<file path="config.mk">
export PLATFORM = sky130hd
export DESIGN_NAME = event_timer_with_comparators
export DESIGN_NICKNAME = d
export VERILOG_FILES = /design/src/evtmr_pkg.sv /design/src/evtmr_timer.sv /design/src/event_timer_with_comparators.sv
export SDC_FILE = /design/constraint.sdc
export NUM_CORES = 2
export LEC_CHECK = 0
export CORE_UTILIZATION = 52
export CTS_CLUSTER_DIAMETER = 150
export DETAILED_ROUTE_END_ITERATION = 8
export DONT_BUFFER_PORTS = 1
export PLACE_DENSITY = 0.67
export SYNTH_ARGS = -nofsm -noshare
export SYNTH_HDL_FRONTEND = slang
export SYNTH_SLANG_ARGS = --single-unit
export TNS_END_PERCENT = 10
</file>
<file path="constraint.sdc">
create_clock -name clock -period 22.8 [get_ports clock]
set_input_delay 2.28 -clock clock [delete_from_list [all_inputs] [get_ports clock]]
set_output_delay 2.28 -clock clock [all_outputs]
set_load 0.005 [all_outputs]
</file>
<file path="src/evtmr_pkg.sv">
// Shared types, codes and register map constants for the event timer block.
package evtmr_pkg;

   localparam int NUM_TIMERS_DEF = 3;
   localparam int DATA_W         = 64;
   localparam int WORD_W         = 7;
   localparam int PERIOD_W       = 27;
   localparam int MASK_W         = 3;
   localparam int TIMER_SEL_W    = 5;
   localparam int ROUTE_W        = 5;
   localparam int CSR_ADDR_W     = 3;
   localparam int CSR_DATA_W     = 32;

   localparam logic [PERIOD_W-1:0] TICK_PERIOD_RESET = 27'd10000000;
   localparam logic [0:0]          CSR_TICK_PERIOD   = 1'd0;

   localparam logic [WORD_W-1:0] W_CAPS   = 7'd0;
   localparam logic [WORD_W-1:0] W_GCONF  = 7'd2;
   localparam logic [WORD_W-1:0] W_COUNT  = 7'd30;
   localparam logic [WORD_W-1:0] W_TIMER0 = 7'd32;

   localparam logic [1:0] SUB_CONFIG  = 2'd0;
   localparam logic [1:0] SUB_COMPARE = 2'd1;

   localparam int GCONF_EN_BIT     = 0;
   localparam int GCONF_LEGACY_BIT = 1;
   localparam int TCFG_EN_BIT      = 2;
   localparam int TCFG_PER_BIT     = 3;
   localparam int TCFG_SETV_BIT    = 6;
   localparam int TCFG_ROUTE_LSB   = 9;
   localparam int CAPS_LAST_LSB    = 8;

   typedef enum logic [1:0] {
      FUNC_TICK  = 2'd0,
      FUNC_READ  = 2'd1,
      FUNC_WRITE = 2'd2
   } func_type;

   typedef struct packed {
      func_type          func;
      logic [WORD_W-1:0] word_index;
      logic [DATA_W-1:0] write_value;
   } req_type;

   typedef struct packed {
      logic [DATA_W-1:0] read_value;
      logic [MASK_W-1:0] fired_mask;
   } rsp_type;

   typedef struct packed {
      logic [ROUTE_W-1:0] route;
      logic               setv;
      logic               per;
      logic               en;
   } timer_ctrl_type;

   typedef struct packed {
      logic tick;
      logic wr_cfg;
      logic wr_cmp;
   } timer_cmd_type;

   typedef struct packed {
      logic              fire;
      logic [DATA_W-1:0] cfg_word;
      logic [DATA_W-1:0] compare;
   } timer_status_type;

endpackage

</file>
<file path="src/evtmr_timer.sv">
// One comparator timer: control word, comparator, period and match logic.
module evtmr_timer (
   input  logic                                clock,
   input  logic                                reset,
   input  evtmr_pkg::timer_cmd_type            cmd,
   input  logic [evtmr_pkg::DATA_W-1:0]        count_next,
   input  logic [evtmr_pkg::DATA_W-1:0]        wr_value,
   output evtmr_pkg::timer_status_type         status
);

   evtmr_pkg::timer_ctrl_type          ctrl_ff, ctrl_in;
   logic [evtmr_pkg::DATA_W-1:0]       compare_ff, compare_in;
   logic [evtmr_pkg::DATA_W-1:0]       period_ff, period_in;
   logic                               hit;

   assign hit = cmd.tick && (count_next == compare_ff);

   always_comb begin
      ctrl_in    = ctrl_ff;
      compare_in = compare_ff;
      period_in  = period_ff;
      if (cmd.wr_cfg) begin
         ctrl_in.en    = wr_value[evtmr_pkg::TCFG_EN_BIT];
         ctrl_in.per   = wr_value[evtmr_pkg::TCFG_PER_BIT];
         ctrl_in.setv  = wr_value[evtmr_pkg::TCFG_SETV_BIT];
         ctrl_in.route = wr_value[evtmr_pkg::TCFG_ROUTE_LSB +: evtmr_pkg::ROUTE_W];
      end else if (cmd.wr_cmp) begin
         period_in = wr_value;
         if (!ctrl_ff.per || ctrl_ff.setv) begin
            compare_in = wr_value;
         end
         ctrl_in.setv = 1'b0;
      end else if (hit && ctrl_ff.per) begin
         compare_in = compare_ff + period_ff;
      end
   end

   always_ff @(posedge clock) begin
      if (reset) begin
         ctrl_ff    <= '0;
         compare_ff <= '1;
         period_ff  <= '0;
      end else begin
         ctrl_ff    <= ctrl_in;
         compare_ff <= compare_in;
         period_ff  <= period_in;
      end
   end

   always_comb begin
      status.fire     = hit && ctrl_ff.en;
      status.compare  = compare_ff;
      status.cfg_word = '0;
      status.cfg_word[evtmr_pkg::TCFG_EN_BIT]   = ctrl_ff.en;
      status.cfg_word[evtmr_pkg::TCFG_PER_BIT]  = ctrl_ff.per;
      status.cfg_word[evtmr_pkg::TCFG_SETV_BIT] = ctrl_ff.setv;
      status.cfg_word[evtmr_pkg::TCFG_ROUTE_LSB +: evtmr_pkg::ROUTE_W] = ctrl_ff.route;
   end

endmodule

</file>
<file path="src/event_timer_with_comparators.sv">
// Top level of the event timer: main counter, register decode and beat pipeline.
// A beat is taken into the input register, processed, and its result is held in the result register.
// Throughput: one tick or register access per cycle unless rsp_stall holds the result;
// the counter increment and all comparator matches are resolved in the single processing stage.
// Reset is synchronous and active high: counter, enables and timer controls go
// to zero, comparators to all ones, and the tick period to its default.
module event_timer_with_comparators #(
   parameter int NUM_TIMERS = evtmr_pkg::NUM_TIMERS_DEF
) (
   input  logic                                 clock,
   input  logic                                 reset,
   input  logic                                 req_valid,
   output logic                                 req_stall,
   input  evtmr_pkg::req_type                   req_data,
   output logic                                 rsp_valid,
   input  logic                                 rsp_stall,
   output evtmr_pkg::rsp_type                   rsp_data,
   input  logic                                 csr_psel,
   input  logic                                 csr_penable,
   input  logic                                 csr_pwrite,
   input  logic [evtmr_pkg::CSR_ADDR_W-1:0]     csr_paddr,
   input  logic [evtmr_pkg::CSR_DATA_W-1:0]     csr_pwdata,
   output logic [evtmr_pkg::CSR_DATA_W-1:0]     csr_prdata,
   output logic                                 csr_pready
);

   localparam logic [evtmr_pkg::TIMER_SEL_W-1:0] LAST_TIMER =
      evtmr_pkg::TIMER_SEL_W'((NUM_TIMERS - 1) & 31);

   // Configuration port.
   logic [evtmr_pkg::PERIOD_W-1:0] tick_period_ff, tick_period_in;
   logic [0:0]                     csr_index;
   logic                           csr_write;

   assign csr_pready = 1'b1;
   assign csr_index  = csr_paddr[evtmr_pkg::CSR_ADDR_W-1:2];
   assign csr_write  = csr_psel && csr_penable && csr_pwrite && csr_pready;

   always_comb begin
      tick_period_in = tick_period_ff;
      if (csr_write && (csr_index == evtmr_pkg::CSR_TICK_PERIOD)) begin
         tick_period_in = csr_pwdata[evtmr_pkg::PERIOD_W-1:0];
      end
   end

   assign csr_prdata = (csr_index == evtmr_pkg::CSR_TICK_PERIOD) ?
      {{(evtmr_pkg::CSR_DATA_W - evtmr_pkg::PERIOD_W){1'b0}}, tick_period_ff} : '0;

   // Beat pipeline: input register, processing, result register.
   logic               in_valid_ff, in_valid_in;
   evtmr_pkg::req_type in_data_ff;
   logic               rsp_valid_ff, rsp_valid_in;
   evtmr_pkg::rsp_type rsp_data_ff, rsp_data_in;
   logic               accept, advance;

   assign advance     = in_valid_ff && !(rsp_valid_ff && rsp_stall);
   assign req_stall   = in_valid_ff && !advance;
   assign accept      = req_valid && !req_stall;
   assign in_valid_in = accept || (in_valid_ff && !advance);
   assign rsp_valid_in = advance || (rsp_valid_ff && rsp_stall);

   // Decode of the beat in the input register.
   logic [evtmr_pkg::WORD_W-1:0]      word;
   logic [evtmr_pkg::WORD_W-1:0]      word_off;
   logic                              is_timer;
   logic [evtmr_pkg::TIMER_SEL_W-1:0] timer_sel;
   logic [1:0]                        sub;
   logic                              do_tick, do_read, do_write;

   assign word      = in_data_ff.word_index;
   assign word_off  = word - evtmr_pkg::W_TIMER0;
   assign is_timer  = (word >= evtmr_pkg::W_TIMER0);
   assign timer_sel = word_off[evtmr_pkg::WORD_W-1:2];
   assign sub       = word_off[1:0];

   // Main counter and general configuration.
   logic                         global_enable_ff, global_enable_in;
   logic                         legacy_route_ff, legacy_route_in;
   logic [evtmr_pkg::DATA_W-1:0] main_count_ff, main_count_in;
   logic [evtmr_pkg::DATA_W-1:0] count_next;

   assign do_tick  = advance && (in_data_ff.func == evtmr_pkg::FUNC_TICK) && global_enable_ff;
   assign do_read  = in_data_ff.func == evtmr_pkg::FUNC_READ;
   assign do_write = advance && (in_data_ff.func == evtmr_pkg::FUNC_WRITE);
   assign count_next = main_count_ff + 64'd1;

   always_comb begin
      global_enable_in = global_enable_ff;
      legacy_route_in  = legacy_route_ff;
      main_count_in    = main_count_ff;
      if (do_tick) begin
         main_count_in = count_next;
      end else if (do_write && (word == evtmr_pkg::W_GCONF)) begin
         global_enable_in = in_data_ff.write_value[evtmr_pkg::GCONF_EN_BIT];
         legacy_route_in  = in_data_ff.write_value[evtmr_pkg::GCONF_LEGACY_BIT];
      end else if (do_write && (word == evtmr_pkg::W_COUNT)) begin
         main_count_in = in_data_ff.write_value;
      end
   end

   // Timers.
   evtmr_pkg::timer_status_type  timer_status [NUM_TIMERS];
   logic [NUM_TIMERS-1:0]        timer_hit_sel;
   logic [evtmr_pkg::MASK_W-1:0] fired;

   for (genvar i = 0; i < NUM_TIMERS; i++) begin : g_timer
      evtmr_pkg::timer_cmd_type cmd;

      assign timer_hit_sel[i] = is_timer && (timer_sel == evtmr_pkg::TIMER_SEL_W'(i));
      assign cmd.tick   = do_tick;
      assign cmd.wr_cfg = do_write && timer_hit_sel[i] && (sub == evtmr_pkg::SUB_CONFIG);
      assign cmd.wr_cmp = do_write && timer_hit_sel[i] && (sub == evtmr_pkg::SUB_COMPARE);

      evtmr_timer u_timer (
         .clock      (clock),
         .reset      (reset),
         .cmd        (cmd),
         .count_next (count_next),
         .wr_value   (in_data_ff.write_value),
         .status     (timer_status[i])
      );
   end

   for (genvar j = 0; j < evtmr_pkg::MASK_W; j++) begin : g_mask
      if (j < NUM_TIMERS) begin : g_on
         assign fired[j] = timer_status[j].fire;
      end else begin : g_off
         assign fired[j] = 1'b0;
      end
   end

   // Register read mux.
   logic [evtmr_pkg::DATA_W-1:0] timer_rd;
   logic [evtmr_pkg::DATA_W-1:0] reg_rd;

   always_comb begin
      timer_rd = '0;
      for (int i = 0; i < NUM_TIMERS; i++) begin
         if (timer_hit_sel[i]) begin
            unique case (sub)
               evtmr_pkg::SUB_CONFIG:  timer_rd = timer_status[i].cfg_word;
               evtmr_pkg::SUB_COMPARE: timer_rd = timer_status[i].compare;
               default:                timer_rd = '0;
            endcase
         end
      end
   end

   always_comb begin
      reg_rd = '0;
      priority if (word == evtmr_pkg::W_CAPS) begin
         reg_rd[63:32] = {{(32 - evtmr_pkg::PERIOD_W){1'b0}}, tick_period_ff};
         reg_rd[evtmr_pkg::CAPS_LAST_LSB +: evtmr_pkg::TIMER_SEL_W] = LAST_TIMER;
      end else if (word == evtmr_pkg::W_GCONF) begin
         reg_rd[evtmr_pkg::GCONF_EN_BIT]     = global_enable_ff;
         reg_rd[evtmr_pkg::GCONF_LEGACY_BIT] = legacy_route_ff;
      end else if (word == evtmr_pkg::W_COUNT) begin
         reg_rd = main_count_ff;
      end else begin
         reg_rd = timer_rd;
      end
   end

   always_comb begin
      rsp_data_in.read_value = do_read ? reg_rd : '0;
      rsp_data_in.fired_mask = fired;
   end

   // Registers.
   always_ff @(posedge clock) begin
      if (reset) begin
         tick_period_ff   <= evtmr_pkg::TICK_PERIOD_RESET;
         in_valid_ff      <= 1'b0;
         rsp_valid_ff     <= 1'b0;
         global_enable_ff <= 1'b0;
         legacy_route_ff  <= 1'b0;
         main_count_ff    <= '0;
      end else begin
         tick_period_ff   <= tick_period_in;
         in_valid_ff      <= in_valid_in;
         rsp_valid_ff     <= rsp_valid_in;
         global_enable_ff <= global_enable_in;
         legacy_route_ff  <= legacy_route_in;
         main_count_ff    <= main_count_in;
      end
   end

   always_ff @(posedge clock) begin
      if (accept) begin
         in_data_ff <= req_data;
      end
      if (advance) begin
         rsp_data_ff <= rsp_data_in;
      end
   end

   assign rsp_valid = rsp_valid_ff;
   assign rsp_data  = rsp_data_ff;

   // Assertions.
   a_tick_counts: assert property (@(posedge clock) disable iff (reset)
      do_tick |=> (main_count_ff == $past(main_count_ff) + 64'd1))
      else $error("main counter did not advance on an enabled tick beat");

   a_count_holds: assert property (@(posedge clock) disable iff (reset)
      (!do_tick && !(do_write && (word == evtmr_pkg::W_COUNT))) |=> $stable(main_count_ff))
      else $error("main counter changed without a tick or counter write");

   a_read_only_value: assert property (@(posedge clock) disable iff (reset)
      (advance && !do_read) |=> (rsp_data.read_value == '0))
      else $error("non-read beat returned a nonzero read value");

   a_fire_on_tick: assert property (@(posedge clock) disable iff (reset)
      (advance && (in_data_ff.func != evtmr_pkg::FUNC_TICK)) |=> (rsp_data.fired_mask == '0))
      else $error("fired mask set on a beat that was not a tick");

endmodule
</file>
Word-level counts from Yosys, hierarchy flattened
Index checks and enable logic that the tools add are counted.

Add/sub/neg operators: 5. $mul: 0. Divide/modulo/power cells: 0. Magnitude comparators: 1. Equal/unequal tests: 14. Shift operators: 0. Multiplexer cells: 30. Bitwise logic cells: 6. Reduce and logical (&&, ||, !) cells: 65.

Operators with widths (count): $mux 64 (16); $pmux 64 s2 (3); $add 64x64->64 (3); $eq 64x64->1 (3); $add 64x1->64 const B (1); $mux 57 (1); $mux 27 (2); $logic_and 1x1->1 (33); $reduce_bool 2->1 (7); $reduce_and 2->1 (5); $reduce_and 3->1 (3); $eq 7x2->1 const B (1); $eq 7x5->1 const B (1); $ge 7x6->1 const B (1); $logic_not 7->1 (1); $sub 7x6->7 const B (1); $logic_not 1->1 (6); $mux 1 (6); $ne 2x1->1 const B (3); $not 1->1 (6); $eq 5x1->1 const B (1); $eq 5x2->1 const B (1); $logic_not 5->1 (1); $logic_or 1x1->1 (5); 7 further kinds (10).

Bits in registers: 643. Latch bits: 0. RAM bits: 0. Bits in read-only memories: 0. Memories kept: 0.

Depth between registers and ports, before layout
Depth after elaboration: 9. Gate-level depth with buffers: 19.

By module
Synthesis repeated with hierarchy kept, for this count alone.

Cell total of the unflattened synthesis: 5686. Area, all modules: 45187.1 um2.

By module, submodules not included: evtmr_timer (times used 3, cells each 1387, area an instance 10381.2 um2, seq. area each 2722.6 um2); event_timer_with_comparators (times used 1, cells each 1525, area an instance 14043.5 um2, seq. area each 6105.9 um2).

Worst setup path after synthesis
Ideal clock, no wire load.

Kind: input-to-reg. Start point: in rsp_stall. End point: reg g_timer[0].u_timer.compare_ff[20] (netlist bit). Data arrival time: 10222 ps. Required time: 22671 ps. Setup slack: 12448 ps. Stages on the path: 14. Buffers on the path: 2. Cells stage by stage: a21boi_0 nor4bb_1 o2111ai_1 nor3_1 o2111ai_1 nand3b_1 or4_1 nor3_1 nand3b_1 o41ai_2 buf_4 buf_6 mux2i_1 nand2_1.

Cells in the longest elaborated chain, start to end: 9. Elaborated cells between the ends (all ways): 16.

RTL lines: start: declaration (RTL line event_timer_with_comparators.sv:16) `input logic rsp_stall,`; $logic_and 1x1->1 (*) (RTL line event_timer_with_comparators.sv:56) `assign advance = in_valid_ff && !(rsp_valid_ff && rsp_stall);`; $logic_not 1->1 (*) (RTL line event_timer_with_comparators.sv:56); $logic_and 1x1->1 (*) (RTL line event_timer_with_comparators.sv:56); $logic_and 1x1->1 (2 in a row) (RTL line event_timer_with_comparators.sv:82) `assign do_tick = advance && (in_data_ff.func == evtmr_pkg::FUNC_TICK) && global_enable_ff;`; $logic_and 1x1->1 (RTL line evtmr_timer.sv:16) `assign hit = cmd.tick && (count_next == compare_ff);`; $logic_and 1x1->1 (RTL line evtmr_timer.sv:33) `end else if (hit && ctrl_ff.per) begin`; $reduce_bool 2->1 (no line); $reduce_and 3->1 (no line); end signal: assignment (RTL line evtmr_timer.sv:45) `compare_ff <= compare_in;`; end: declaration (RTL line evtmr_timer.sv:12) `logic [evtmr_pkg::DATA_W-1:0] compare_ff, compare_in;`.

Every way passes the cells marked *; elsewhere a longest branch is shown, timed or not. A chain may end at the register's enable or synchronous reset.

Worst setup path in the final report
Start point: reg main_count_ff[0] (netlist bit). End point: reg g_timer[2].u_timer.compare_ff[38] (netlist bit).

Cells in the longest elaborated chain, start to end: 6.

RTL lines: start: declaration (RTL line event_timer_with_comparators.sv:79) `logic [evtmr_pkg::DATA_W-1:0] main_count_ff, main_count_in;`; start signal: assignment (RTL line event_timer_with_comparators.sv:184) `main_count_ff <= main_count_in;`; $add 64x1->64 (RTL line event_timer_with_comparators.sv:85) `assign count_next = main_count_ff + 64'd1;`; $eq 64x64->1 (RTL line evtmr_timer.sv:16); $logic_and 1x1->1 (RTL line evtmr_timer.sv:16); $logic_and 1x1->1 (RTL line evtmr_timer.sv:33); $reduce_bool 2->1 (no line); $reduce_and 3->1 (no line); end signal: assignment (RTL line evtmr_timer.sv:45); end: declaration (RTL line evtmr_timer.sv:12).

Every way passes these cells.

==> impl_results.md <==
- Status: finished clean
- # IOs: 217
- Avg Cell Area, Syn: 7.759 um^2
- Non-Filler Cell Area, Final: 46800 um^2
- Cell taking the most area after synthesis: dfxtp_1
- Worst-skew pair later-pin latency: 0.67 ns
- Clock transition at path regs: 0.06 ns
- Hpwl dp: 140200 um
- Buf/Inv on CP: 0
- Crit start category: flop
- First-pass GRT wire length: 269200 um
- HP Class: reg -> reg
- Initial Util: 52.88%
- Final setup fails: 0
- # fillers: 7853
- Top_reg_cell synth: dfxtp_1
- Hold Slack: 0.4580 ns
- Gr ovfl total: 0
- Hold path cells: 2
- H-tree depth: 3
- Largest net degree at the start of global routing: 328
- Post-CTS sizing: 0
- Total CTS buffers: 73
- Horiz. Die Dim: 291.9 um
- Final hold violations: 0
- CTS max path bufs: 3
- Drt wl/cell: 28.75 um
- Hold Buf Count CTS: 0
- Final period util: 30.91%
- CTS tree: built
- Vias per cell: 6.753
- Fin nets: 5703
- Worst path max stage delay: 1.16 ns
- Row cnt: 105
- Count of input and output buffers: 0
- Slew headroom: 15.80%
- Arrival time worst endpoint: 7.58 ns
- Die H: 291.9 um
- Top post-synthesis cells by area: dfxtp_1 (23%), edfxtp_1 (9.6%), nand2_1 (8.0%)
- Via count: 44069
- P&R area growth vs syn: 7.104%
- Gr usage total: 42.58%
- Post-synth ARST share: 0%
- Initial antenna violation count: 11
- Unique masters post-synth: 97
- CORE AREA: 82640 um^2
- Crit path max fanout: 62
- Setup Skew: 0.02941 ns
- Critical Path Stages: 12
- Yosys warning total: 0
- Sink Count: 643
- DRT Pass-1 Iters: 7
- Maxcap violations: 0
- Die area: 85200 um^2
- CP top delay family: simple AND/OR/NAND/NOR gates
- Least-Margin Pin Slew: 1.250 ns
- Slowest-stage cell, CP: nor4_1
- Placed cell area: 44210 um^2
- Synth top area share: 23.04%
- Worst IR Drop VDD: 0.00005985 V
- FMAX: 141.9 MHz
- Placer Congestion: 1.050
- Req. time, crit path: 23.34 ns
- Seq/Total Area, Yosys: 32.66%
- PD cells: 54.81 nW/um^2
- Max-slew violation count: 0
- Setup_tns: 0 ns
- Clock Tree Root: clkbuf_16
- Post-route ant nets: 0
- Power Total: 0.002565 W
- Static leakage: 17.87 nW
- Unrepaired setup endpoints after global routing: false
- Critical Path, Cell by Cell: ha_1 > and3_1 > and3_1 > nand4_1 > nor4_1 > o21ai_0 > nor4_1 > and4_1 > and4_1 > or2_4 > o211ai_1 > a21o_1
- DRT iter0 DRCs: 5864
- Layout cells sized above 1: 4.840%
- CP endpoint kind: flop
- Yosys reg bits: 643
- Synth Instances: 5632
- Flop2flop setup slack: 15.75 ns
- R2R depth: 12
- Vias in the first global route: 39924
- WS Path Type: reg -> reg
- WL final: 187700 um
- DRC: 0
- Post-CTS Setup Inserts: 0
- Cell Area, Synth: 43700 um^2
- Post-synth EDFFs: 140
- Tmin final: 7.047 ns
==> report_power, final <==
group / internal [W] / leakage (nW) / switching [W]
sequential: 0.00118 / 5.38 / 0.0000375
clock: 0.000744 / 1.24 / 0.000540
combinational: 0.0000184 / 11.2 / 0.0000468
==> synth_stat cells (15+ instances only) <==
cell,count
nand2_1,928
a31oi_1,35
edfxtp_1,140
o31ai_1,37
nor3_1,109
xor2_1,153
o22ai_1,23
o221ai_1,21
o21a_1,30
and4_1,27
ha_1,191
nor2_1,422
nor2b_1,61
o2111ai_1,18
o211a_1,16
a21o_1,125
and2_1,21
nor4_1,49
inv_1,94
buf_2,26
a2111oi_0,19
a211oi_1,22
xnor2_1,203
o21bai_1,41
buf_1,15
or4_1,24
clkbuf_1,334
and3_1,60
o21ai_1,62
nand3_1,139
nand2b_1,44
o21ai_0,381
o211ai_1,107
a221oi_1,23
or3_1,29
mux2i_1,130
nand4_1,96
dfxtp_1,503
a22oi_1,64
a21oi_1,565
==> logic make-up (layout without fill, tap and decap cells) <==
logic type | count (synthesis) | count (layout) | synth area share [%]
and+or+nand+nor | 2073 | 2073 | 21.83
AOI/OAI and AO/OA | 1723 | 1723 | 24.51
DFF | 643 | 643 | 32.66
buffers and inverters | 493 | 312 | 4.544
xor gates and xnor gates | 365 | 365 | 7.599
adders and majority gates | 194 | 194 | 5.606
muxes | 139 | 139 | 3.236
other | 2 | 7 | 0.01719
==> per-layer routing <==
| layer | vias up | wire (um) | track usage, % |
|---|---|---|---|
| li1 | 19918 | - | - |
| met1 | 21127 | 78130 | 59.71 |
| met2 | 2585 | 76220 | 60.52 |
| met3 | 437 | 24910 | 12.89 |
| met4 | 2 | 8383 | 16.83 |
| met5 | - | 11 | 0 |
==> stage by stage <==
stage               setup WS, ns  util [%]  instances
detailed placement         15.26     53.50       6389
global placement           15.36     53.50       6389
global route               15.60     56.63       6525
CTS                        15.95     56.63       6525
floorplan                  12.45         -       5636
finish                     15.75     56.64       6526
==> worst paths after layout <==
kind                                            startpoint                                              to
max                          main_count_ff[0]$_SDFFE_PP0P_  g_timer[2].u_timer.compare_ff[38]$_SDFFE_PP1P_
min          g_timer[1].u_timer.period_ff[61]$_SDFFE_PP0P_   g_timer[1].u_timer.period_ff[61]$_SDFFE_PP0P_
max reg2reg                  main_count_ff[0]$_SDFFE_PP0P_  g_timer[2].u_timer.compare_ff[38]$_SDFFE_PP1P_
min reg2reg  g_timer[1].u_timer.period_ff[61]$_SDFFE_PP0P_   g_timer[1].u_timer.period_ff[61]$_SDFFE_PP0P_
==> cell type report <==
cell class / count / area (um^2) / share of cell area [%]
repair buffers: 79 / 605.6 / 1.294
clock buffers: 93 / 2021 / 4.317
well taps: 1070 / 1339 / 2.860
inverters: 97 / 369.1 / 0.7886
multi-input cells: 4500 / 27620 / 59.02
clock inverters: 43 / 569.3 / 1.216
flip-flops and latches: 643 / 14270 / 30.50
diodes: 1 / 2.502 / 0.005347
==> sequential cells by signal, summed over array words and instances (netlist names) <==
register / flops
g_timer.u_timer.status: 24
tick_period_ff: 27
in_valid_ff: 1
in_data_ff: 66
g_timer.u_timer.period_ff: 192
rsp_data: 67
global_enable_ff: 1
rsp_valid: 1
legacy_route_ff: 1
g_timer.u_timer.compare_ff: 192
main_count_ff: 64
word: 7
==> cell usage in the layout, fill, tap and decap left out, types with 24 or more instances in the layout <==
master     count
nand2b_1      43
o21a_1        30
xnor2_1      203
o211ai_1     107
o31ai_1       37
and4_1        27
a31oi_1       34
a21o_1       125
or4_1         24
nor4_1        45
o21ai_0      381
xor2_1       153
inv_1         94
clkbuf_16     77
nor2_1       418
a22oi_1       64
o21ai_1       61
ha_1         191
nand3_1      139
nand2_1      928
edfxtp_1     140
and3_1        60
buf_4         78
nand4_1       96
o21bai_1      40
nor3_1       107
dfxtp_1      503
a21oi_1      565
mux2i_1      130
nor2b_1       60
or3_1         28
==> tightest hold or removal path, delay by kind of cell, from the launching register on <==
family,cells,cell delay [ns]
AO/OA/AOI/OAI,1,0.05
flip-flops,1,0.31
AND/OR/NAND/NOR,1,0.05
Note: power is estimated with default switching activity, not from simulation.
